<file path="src/rtl/cbpn_div.sv">
`default_nettype none
// ----------------------------------------------------------------------------
// cbpn_div
// Serial restoring divider: quotient = floor(mag * 2^(W-1) / divisor) for
// mag <= divisor, divisor nonzero. One quotient bit per cycle.
// ----------------------------------------------------------------------------
module cbpn_div #(
  parameter int W = 16
) (
  input  wire logic         clk,
  input  wire logic         rst,
  input  wire logic         start,
  input  wire logic [W-1:0] mag,
  input  wire logic [W-1:0] divisor,
  output logic              done,
  output logic [W-1:0]      quotient
);

  localparam int STEP_W = $clog2(W);

  logic              running;
  logic [STEP_W-1:0] steps;
  logic [W-1:0]      rem;
  logic [W-1:0]      dvs;
  logic              int_bit;
  logic [W:0]        rem_dbl;
  logic              ge;

  always_comb begin
    int_bit = (mag >= divisor);
    rem_dbl = {rem, 1'b0};
    ge      = (rem_dbl >= {1'b0, dvs});
  end

  always_ff @(posedge clk) begin
    if (rst) begin
      running <= 1'b0;
      done    <= 1'b0;
    end else begin
      done <= 1'b0;
      if (start) begin
        running  <= 1'b1;
        steps    <= STEP_W'(W - 1);
        dvs      <= divisor;
        rem      <= int_bit ? (mag - divisor) : mag;
        quotient <= {{(W-1){1'b0}}, int_bit};
      end else if (running) begin
        // shift in one fractional quotient bit
        rem      <= ge ? W'(rem_dbl - {1'b0, dvs}) : rem_dbl[W-1:0];
        quotient <= {quotient[W-2:0], ge};
        steps    <= steps - 1'b1;
        if (steps == STEP_W'(1)) begin
          running <= 1'b0;
          done    <= 1'b1;
        end
      end
    end
  end

endmodule
`default_nettype wire

</file>
<file path="config.mk">
export PLATFORM = sky130hd
export DESIGN_NAME = cbpn_div
export DESIGN_NICKNAME = d
export VERILOG_FILES = /design/src/rtl/cbpn_div.sv
export SDC_FILE = /design/constraint.sdc
export NUM_CORES = 1
export LEC_CHECK = 0
export ABC_AREA = 0
export BUFFER_PORTS_ARGS = -buffer_cell sky130_fd_sc_hd__buf_2
export CORE_ASPECT_RATIO = 0.6
export CORE_UTILIZATION = 50
export DETAILED_ROUTE_END_ITERATION = 6
export HOLD_SLACK_MARGIN = 0.1
export PLACE_DENSITY = 0.71
export RECOVER_POWER = 100
export SLEW_MARGIN = 0
export SYNTH_ARGS = -nofsm -noshare
export SYNTH_HDL_FRONTEND = slang
export SYNTH_SLANG_ARGS = --single-unit
</file>
<file path="constraint.sdc">
create_clock -name clk -period 5 [get_ports clk]
set_input_delay 0.75 -clock clk [delete_from_list [all_inputs] [get_ports clk]]
set_output_delay 0.75 -clock clk [all_outputs]
set_load 0.005 [all_outputs]
</file>
==> key figures, run 1 <==
Timing
  • Worst rel slew slack: -26.47%
  • Worst Tran Pin Value: 1.897 ns
  • Clock Skew: 0.006391 ns
  • Slew Limit Fails: 35
  • Final setup margin: 1.117 ns
  • Setup TNS: 0 ns
  • Max Clock Freq: 257.5 MHz
  • Fin. Hold Viols: 0
  • Final Setup Violations: 0
  • RSZ-0062 raised after global routing: false
  • Crit path time final: 3.883 ns
  • Crit share post-route: 77.67%

Synthesis
  • Yosys reg bits: 54
  • Seq/Total Area, Yosys: 39.76%
  • Largest family of logic cells by synthesized area: compound AO/OA/AOI/OAI gates
  • Synth async-reset ratio: 0%
  • Post-Synthesis Mean Instance Area: 9.945 um^2
  • Syn Inst Count: 405
  • Ys Warns: 0
  • Post-synthesis simple-gate area fraction: 13.05%
  • Number of flops mapped to enable cells by yosys: 52
  • Top FF cell, synth: edfxtp_1
  • Synth Area in Compound Gates: 17.61%
  • Net Count, Synth: 476
  • Post-synthesis mux area share: 7.766%
  • Netlist Area Pre-Place: 4028 um^2
  • Fraction of the mapped netlist area in adder cells: 11.56%
  • Post-synth cell types: 55
  • XOR/XNOR share of the synthesized area: 4.567%

CTS
  • CTS sink cnt: 54
  • CTS buffer count: 5
  • Setup Buffers After CTS: 0
  • Post-CTS resize count: 0
  • Clock Latency Late Sink: 0.29 ns
  • H-Tree Depth: 2
  • Root buffer cell: clkbuf_16
  • Clock transition at the registers of the reported paths: 0.07 ns
  • CTS tree: done
  • Clock Path Buffers: 2
  • Cts hold-fix bufs: 0

Setup path
  • Kind of critical path: input port to flop
  • Worst reg2reg endpoint: rem[11]
  • R2R setup slack: 1.93 ns
  • Startpoint types: input port
  • RR Startpoint: rem[9]
  • Crit-path max FO: 32
  • CP bufs+invs: 3
  • WP data arrival: 3.80 ns
  • Reg2Reg Depth: 9
  • WP data required: 4.92 ns
  • CP most frequent cell: clkbuf_1
  • Crit-path max cell delay: 1.05 ns
  • Crit path cell chain: clkbuf_1 > inv_1 > nor2_1 > clkbuf_1
  • CP Capture Type: flop
  • Crit-path leading delay family: buffers and inverters
  • Slowest cell on the critical path: clkbuf_1

Global route
  • M3 GR Usage: 4.857%
  • GRT met2 Usage: 32.75%
  • Initial antenna violation count: 0
  • Grt ovf: 0
  • First-pass GRT wire length: 15360 um
  • Largest net degree at the start of global routing: 35
  • Grt peak-use layer: met1
  • Met1 usage: 36.64%
  • Vias in the first global route: 3010
  • GRT Util Overall: 23.42%

Route
  • Post-route DRC: 0
  • DRT iter0 DRCs: 220
  • Via density: 5.710
  • Final WL: 9476 um
  • Drt wl/cell: 17.04 um
  • Routed via count: 3175
  • DR pass1 iterations: 5
  • Antenna viol nets, final: 0

Min path
  • Hold Startpoint: running
  • WHS Path Cells: 1
  • HP Class: flop to flop
  • Hold Path Sink: done

Floorplanning
  • Initial Utilization: 53.44%
  • Die X: 117.9 um
  • Total Die Area: 8430 um^2
  • IO Count: 52
  • Cell Rows: 24
  • Core Area: 7537 um^2
  • Die height: 71.52 um

Finish
  • Layout area overhead: 11.21%
  • Commonest non-fill, non-tap cell in the layout: edfxtp_1
  • Most frequent cells in the layout: 52 x edfxtp_1, 44 x inv_1, 34 x ha_1, 29 x mux2i_1, 28 x buf_2
  • Layout Nets: 522
  • Multi-input logic area: 2202 um^2
  • Storage element area: 1602 um^2
  • Fraction of layout cells with a size suffix above 1: 9.956%
  • # diodes: 0
  • Fill cell count: 637

Power and ir drop
  • Int Pwr: 0.9475 mW
  • Clk pwr share: 24.6%
  • Power density cells: 314.9 nW/um^2
  • Leakage power: 1.954 nW
  • Peak VDD IR: 0.0001587 V
  • Switching power: 0.4630 mW
  • Reg power frac: 40.3%
  • Sw frac: 32.82%
  • Power share of the combinational group: 35.1%

Run status
  • Failing checks: capacitance limit, slew limit
  • Status: complete, but fails checks

Placement
  • Port bufs: 51
  • Final Wtd Congestion: 0.9447
  • Post-DP HPWL: 7294 um
  • Pre-CTS WS: 1.681 ns

Job
  • MaxCap Viol Count: 1
## cell usage after synthesis, drive strengths merged, types with 4 or more instances
master  instances  area, um^2
inv            44       165.2
a21oi          26       130.1
o21ai          22       121.4
nand4           5       31.28
a31oi           5       31.28
a21o           11       82.58
nor2b          21       131.4
nand2b          4       25.02
or2             4       25.03
o21a            7       52.55
nor2           21       78.83
o31a            5       52.55
edfxtp         52        1562
clkbuf         12       45.04
nand3          11       55.05
mux2i          29       290.3
nand2          21       78.83
o31ai           4       30.03
nor3            7       35.03
ha             34       425.4
xnor2          18       157.7
## logic make-up after synthesis
logic type,Yosys count
muxes,31
xor gates and xnor gates,21
buffers and inverters,59
AOI/OAI and AO/OA,102
and+or+nand+nor,102
adders and majority gates,36
DFF,54
## layer usage
layer | vias up | routed length [um]
met3 | 9 | 653
met5 | - | 0
met2 | 104 | 3772
met4 | 0 | 88
met1 | 1494 | 4962
li1 | 1568 | -
## flip-flops by register name (all words and copies together), names as in the netlist
signal	flops
dvs	16
quotient	16
rem	16
steps	4
done	1
running	1
## cell type report
cell class                 instances  share of cell area, %
clock buffer                       6                  2.877
clock inverter                     2                 0.3073
inverter                          44                  3.687
multi-input combinational        292                  49.16
sequential                        54                  35.75
tap                              104                  2.905
timing repair buffer              54                  5.307
## stage by stage
stage                     instances  util, %  hold slack, ns  power, mW  area [um^2]
final                           556    59.43          0.4765      1.411         4479
after global routing            556    59.43          0.4973      1.481         4479
after CTS                       556    59.99          0.4782      1.408         4522
after detailed placement        548    58.10          0.4685      1.065         4379
after global placement          548    58.10          0.4687      1.052         4379
after floorplan                 405        -          0.4598     0.9423         4028
## worst max path at each step
| stage | startpoint | end | slack [ns] | cells past startpoint |
|---|---|---|---|---|
| 4_1_cts | rem[9] | rem[11] | 1.91 | 9 |
| 3_5_place_dp | mag[0] | rem[9] | 1.68 | 13 |
| 3_3_place_gp | divisor[1] | rem[13] | 1.75 | 11 |
| 6_report | start | dvs[1] | 1.12 | 4 |
| 2_1_floorplan | mag[0] | rem[9] | 1.90 | 12 |
| 5_1_grt | mag[0] | rem[9] | 0.85 | 13 |
## power groups by stage
stage | clock network, mW | registers, mW | logic (mW)
finish | 0.347 | 0.568 | 0.495
CTS | 0.347 | 0.567 | 0.494
floorplan | 0 | 0.572 | 0.370
global route | 0.364 | 0.572 | 0.545
global placement | 0 | 0.576 | 0.477
detailed placement | 0 | 0.576 | 0.489
## worst reg2reg max path: stages (launching register included)
cell	delay, ns
edfxtp_1	0.40
ha_1	0.42
a21oi_1	0.09
o21ai_0	0.24
o21bai_1	0.21
o21ai_4	0.11
o31a_4	0.14
o221ai_4	0.63
o311ai_0	0.35
a311oi_2	0.32
Power figures use the tool's default switching activity.
==> run 2, diff against run 1 <==
==> constraint.sdc (replaced) <==
create_clock -name clk -period 4 [get_ports clk]
set_input_delay 0.6 -clock clk [delete_from_list [all_inputs] [get_ports clk]]
set_output_delay 0.6 -clock clk [all_outputs]
set_load 0.005 [all_outputs]
==> run 2 against run 1 <==
Effect of this change:
- the run now ends clean
- clock power increased by 39%
- routed wire length increased by 1.4%
- critical path depth unchanged
- critical path type unchanged
- critical endpoint unchanged
- largest cell class unchanged
==> key figures, run 2 (same netlist as run 1, synthesis figures left out) <==
Setup path
  • Crit-path max FO: 32
  • Startpoint types: input port
  • CP Capture Type: flop
  • Kind of critical path: input port to flop
  • WP data arrival: 3.23 ns
  • WP data required: 3.97 ns

Route
  • Drt wl/cell: 17.25 um
  • Via density: 5.765
  • Final WL: 9611 um
  • Routed via count: 3211
  • DRT iter0 DRCs: 362
  • Antenna viol nets, final: 0
  • Post-route DRC: 0
  • DR pass1 iterations: 5

CTS
  • Clock transition at the registers of the reported paths: 0.07 ns
  • Setup Buffers After CTS: 0
  • CTS buffer count: 5
  • Root buffer cell: clkbuf_16
  • CTS tree: done
  • Clock Path Buffers: 2
  • Cts hold-fix bufs: 0
  • CTS sink cnt: 54
  • Clock Latency Late Sink: 0.29 ns
  • Post-CTS resize count: 0
  • H-Tree Depth: 2

Timing
  • Setup TNS: 0 ns
  • Crit path time final: 3.258 ns
  • Crit share post-route: 81.44%
  • Worst rel slew slack: 1.265%
  • Final Setup Violations: 0
  • Max Clock Freq: 307.0 MHz
  • Worst Tran Pin Value: 1.481 ns
  • Clock Skew: 0.004810 ns
  • Fin. Hold Viols: 0
  • Final setup margin: 0.7424 ns
  • RSZ-0062 raised after global routing: false
  • Slew Limit Fails: 0

Finish
  • Layout area overhead: 12.05%
  • Most frequent cells in the layout: 52 x edfxtp_1, 44 x inv_1, 34 x ha_1, 29 x mux2i_1, 28 x buf_2
  • Fill cell count: 636
  • # diodes: 0
  • Fraction of layout cells with a size suffix above 1: 10.82%
  • Largest regs: dvs: 16 flops, quotient: 16 flops, rem: 16 flops
  • Commonest non-fill, non-tap cell in the layout: edfxtp_1
  • Layout Nets: 523

Placement
  • Post-DP HPWL: 7459 um
  • Pre-CTS WS: 0.7523 ns
  • Port bufs: 51
  • Final Wtd Congestion: 0.9405

Job
  • MaxCap Viol Count: 0

Power and ir drop
  • Switching power: 0.5816 mW
  • Reg power frac: 38.9%
  • Clk pwr share: 26.5%
  • Sw frac: 31.84%
  • Peak VDD IR: 0.0002074 V
  • Power share of the combinational group: 34.6%
  • Int Pwr: 1.245 mW
  • Leakage power: 1.974 nW
  • Power density cells: 404.8 nW/um^2

Global route
  • First-pass GRT wire length: 15550 um
  • Grt ovf: 0
  • GRT Util Overall: 23.74%
  • Largest net degree at the start of global routing: 33
  • Vias in the first global route: 2949
  • Initial antenna violation count: 0

Floorplanning
  • Initial Utilization: 53.44%
  • Total Die Area: 8430 um^2
  • Die X: 117.9 um
  • IO Count: 52
  • Core Area: 7537 um^2
  • Die height: 71.52 um
  • Cell Rows: 24

Run status
  • Status: finished, final reports clean

Min path
  • HP Class: flop to flop
-- run 2: changes by cell type in the layout (fill, tap and decap cells not counted), sizes merged --
| cell | previous run | this run |
|---|---|---|
| bufinv | 0 | 1 |
-- run 2: routing by layer --
metal | GRT usage [%] | wire length (um) | up-vias | part of all wire, %
met5 | 0 | 0 | - | 0
li1 | - | - | 1564 | -
met3 | 3.344 | 764 | 4 | 7.9
met4 | 3.989 | 54 | 0 | 0.56
met1 | 39.80 | 5016 | 1507 | 52
met2 | 31.76 | 3775 | 136 | 39
-- run 2: through the flow --
step	area [um^2]	utilization (%)	instances	hold slack, ns	total power, mW
6_report	4513	59.88	557	0.4781	1.827
5_1_grt	4513	59.88	557	0.4962	1.916
4_1_cts	4552	60.39	557	0.4795	1.825
3_5_place_dp	4387	58.20	549	0.4698	1.337
3_3_place_gp	4387	58.20	549	0.4720	1.323
2_1_floorplan	4028	-	405	0.4598	1.178
-- run 2: path summary, 6_finish.rpt --
kind         slack (ns)       to  cells past startpoint    start
max                0.74   dvs[1]                      4    start
min                0.48     done                      1  running
max reg2reg        0.76  rem[11]                      9   rem[9]
min reg2reg        0.48     done                      1  running
-- run 2: final cells by class --
| cell class | instances | area (um^2) | area share (%) |
|---|---|---|---|
| inverter | 44 | 165.2 | 3.660 |
| multi-input combinational | 292 | 2205 | 48.85 |
| tap | 104 | 130.1 | 2.883 |
| clock inverter | 3 | 40.04 | 0.8872 |
| timing repair buffer | 55 | 246.5 | 5.462 |
| sequential | 54 | 1602 | 35.49 |
| clock buffer | 5 | 125.1 | 2.772 |
-- run 2: power groups by stage --
stage | clock (mW) | combinational [mW] | sequential (mW)
global route | 0.508 | 0.692 | 0.716
global placement | 0 | 0.602 | 0.721
CTS | 0.491 | 0.624 | 0.710
detailed placement | 0 | 0.616 | 0.721
finish | 0.483 | 0.632 | 0.711
floorplan | 0 | 0.463 | 0.715
-- run 2: worst max-delay path: stages --
cell and delay (ns):
clkbuf_1 1.05, inv_1 0.85, nor2_1 0.40, buf_4 0.31
==> run 3, diff against run 2 <==
--- a/config.mk
+++ b/config.mk
@@ -11,7 +11,7 @@
 export CORE_UTILIZATION = 50
 export DETAILED_ROUTE_END_ITERATION = 6
 export HOLD_SLACK_MARGIN = 0.1
-export PLACE_DENSITY = 0.71
+export PLACE_DENSITY = 0.73
 export RECOVER_POWER = 100
 export SLEW_MARGIN = 0
 export SYNTH_ARGS = -nofsm -noshare
==> constraint.sdc (replaced) <==
create_clock -name clk -period 2.99 [get_ports clk]
set_input_delay 0.4485 -clock clk [delete_from_list [all_inputs] [get_ports clk]]
set_output_delay 0.4485 -clock clk [all_outputs]
set_load 0.005 [all_outputs]
==> run 3 against run 2 <==
Effect of this change:
- global-route usage grew 0.39 points
- via count grew 1.6%
- routed wire length fell by 0.36%
- critical path depth grew 7
- setup slack got worse by 0.63 ns
- utilization up 1.1 points
- flip-flop and latch count unchanged
- die area is the same
- sequential power is 33% higher
- non-clock buffer count up 10
- final area is 1.8% higher
- largest cell class unchanged
- largest power group unchanged
==> key figures, run 3 (same netlist as run 1, synthesis figures left out) <==
Route
  • Routed via count: 3263
  • Via density: 5.755
  • DR pass1 iterations: 5
  • Drt wl/cell: 16.89 um
  • Post-route DRC: 0
  • Antenna viol nets, final: 0
  • DRT iter0 DRCs: 282
  • Final WL: 9576 um

CTS
  • Clock Path Buffers: 2
  • Clock Latency Late Sink: 0.30 ns
  • CTS sink cnt: 54
  • CTS buffer count: 5
  • CTS tree: done
  • Setup Buffers After CTS: 0
  • Root buffer cell: clkbuf_16
  • H-Tree Depth: 2
  • Clock transition at the registers of the reported paths: 0.07 ns

Placement
  • Post-DP HPWL: 7476 um
  • Placed Instances: 559
  • Final Wtd Congestion: 1.011
  • Pre-CTS WS: -0.04022 ns
  • Port bufs: 51

Timing
  • Slew Limit Fails: 0
  • Crit path time final: 2.882 ns
  • Final Setup Violations: 0
  • Worst rel slew slack: 3.301%
  • RSZ-0062 raised after global routing: false
  • Max Clock Freq: 347.0 MHz
  • Fin. Hold Viols: 0
  • Worst Tran Pin Value: 1.450 ns
  • Clock Skew: 0.008015 ns
  • Final setup margin: 0.1080 ns
  • Crit share post-route: 96.39%

Floorplanning
  • IO Count: 52
  • Core Area: 7537 um^2
  • Die X: 117.9 um
  • Total Die Area: 8430 um^2
  • Die height: 71.52 um
  • Cell Rows: 24
  • Initial Utilization: 53.44%

Finish
  • Layout Nets: 533
  • Layout area overhead: 14.07%
  • Most frequent cells in the layout: 52 x edfxtp_1, 44 x inv_1, 34 x ha_1, 32 x buf_2, 29 x mux2i_1
  • Fraction of layout cells with a size suffix above 1: 13.82%
  • Commonest non-fill, non-tap cell in the layout: edfxtp_1
  • Fill cell count: 618
  • Storage element area: 1602 um^2
  • Multi-input logic area: 2215 um^2
  • Largest regs: dvs: 16 flops, quotient: 16 flops, rem: 16 flops
  • # diodes: 0
  • Final non-filler cell total: 567
  • Post-Route Utilization: 60.96%

Global route
  • Largest net degree at the start of global routing: 37
  • First-pass GRT wire length: 15790 um
  • Grt ovf: 0
  • Vias in the first global route: 3053
  • GRT Util Overall: 24.13%
  • Initial antenna violation count: 0

Setup path
  • Crit-path max FO: 11
  • WP data arrival: 3.00 ns
  • Crit-path max cell delay: 0.45 ns
  • Startpoint types: flop
  • Reg2Reg Depth: 11
  • WP data required: 3.11 ns
  • Slowest cell on the critical path: edfxtp_1
  • Kind of critical path: flop to flop
  • Crit path cell chain: inv_1 > ha_1 > nor2b_1 > o31a_1 > o31a_1 > o21ai_4 > o31a_4 > o221ai_4 > buf_4 > or2_0 > a311oi_2
  • CP Capture Type: flop
  • CP most frequent cell: o31a_1

Power and ir drop
  • Power after layout: 2.407 mW
  • Leakage power: 2.029 nW
  • Power density cells: 523.9 nW/um^2
  • Peak VDD IR: 0.0002773 V

Run status
  • Status: finished, final reports clean

Job
  • MaxCap Viol Count: 0

Min path
  • WHS Path Cells: 1
  • HP Class: input port to flop
[run 3: final timing paths]
path              startpoint      end  slack [ns]
setup / recovery      dvs[1]  rem[11]        0.11
hold / removal    divisor[2]   dvs[2]        0.36
setup reg to reg      dvs[1]  rem[11]        0.11
hold reg to reg      running     done        0.49
[run 3: final cells by class]
type,instances,share of cell area (%)
multi-input cells,292,48.20
flip-flops and latches,54,34.86
repair buffers,65,7.380
inverters,44,3.595
well taps,104,2.832
clock buffers,5,2.723
clock inverters,3,0.4085
[run 3: what timing repair did]
action                     in CTS  in global routing
setup endpoints to repair       0                  1
resized for setup               0                  1
hold buffers                    0                  0
[run 3: metal layers]
| layer | global-route usage (%) | vias up | part of all wire, % |
|---|---|---|---|
| met5 | 0 | - | 0 |
| met4 | 5.840 | 0 | 1.0 |
| met3 | 3.105 | 11 | 7.9 |
| met2 | 34.12 | 121 | 40 |
| met1 | 38.54 | 1537 | 51 |
| li1 | - | 1594 | - |
[run 3: stage by stage]
stage                     setup TNS [ns]  area (um^2)  hold WS (ns)
after floorplan                        0         4028        0.4598
after global placement                 0         4479        0.4689
after detailed placement        -0.04022         4479        0.4715
after CTS                              0         4623        0.3452
after global routing                   0         4594        0.3708
final                                  0         4594        0.3646
[run 3: power by group]
part           total, mW  internal [mW]  switching, mW
Clock              0.586          0.311          0.275
Combinational      0.873          0.387          0.486
Sequential         0.947          0.916         0.0312
[run 3: critical path: cells and delay by family, from the launching register on]
family	cells	cell delay, ns
AO/OA/AOI/OAI	6	1.33
flip-flops	1	0.45
AND/OR/NAND/NOR	2	0.38
buffers and inverters	2	0.30
adder cells (fa/ha/maj)	1	0.23
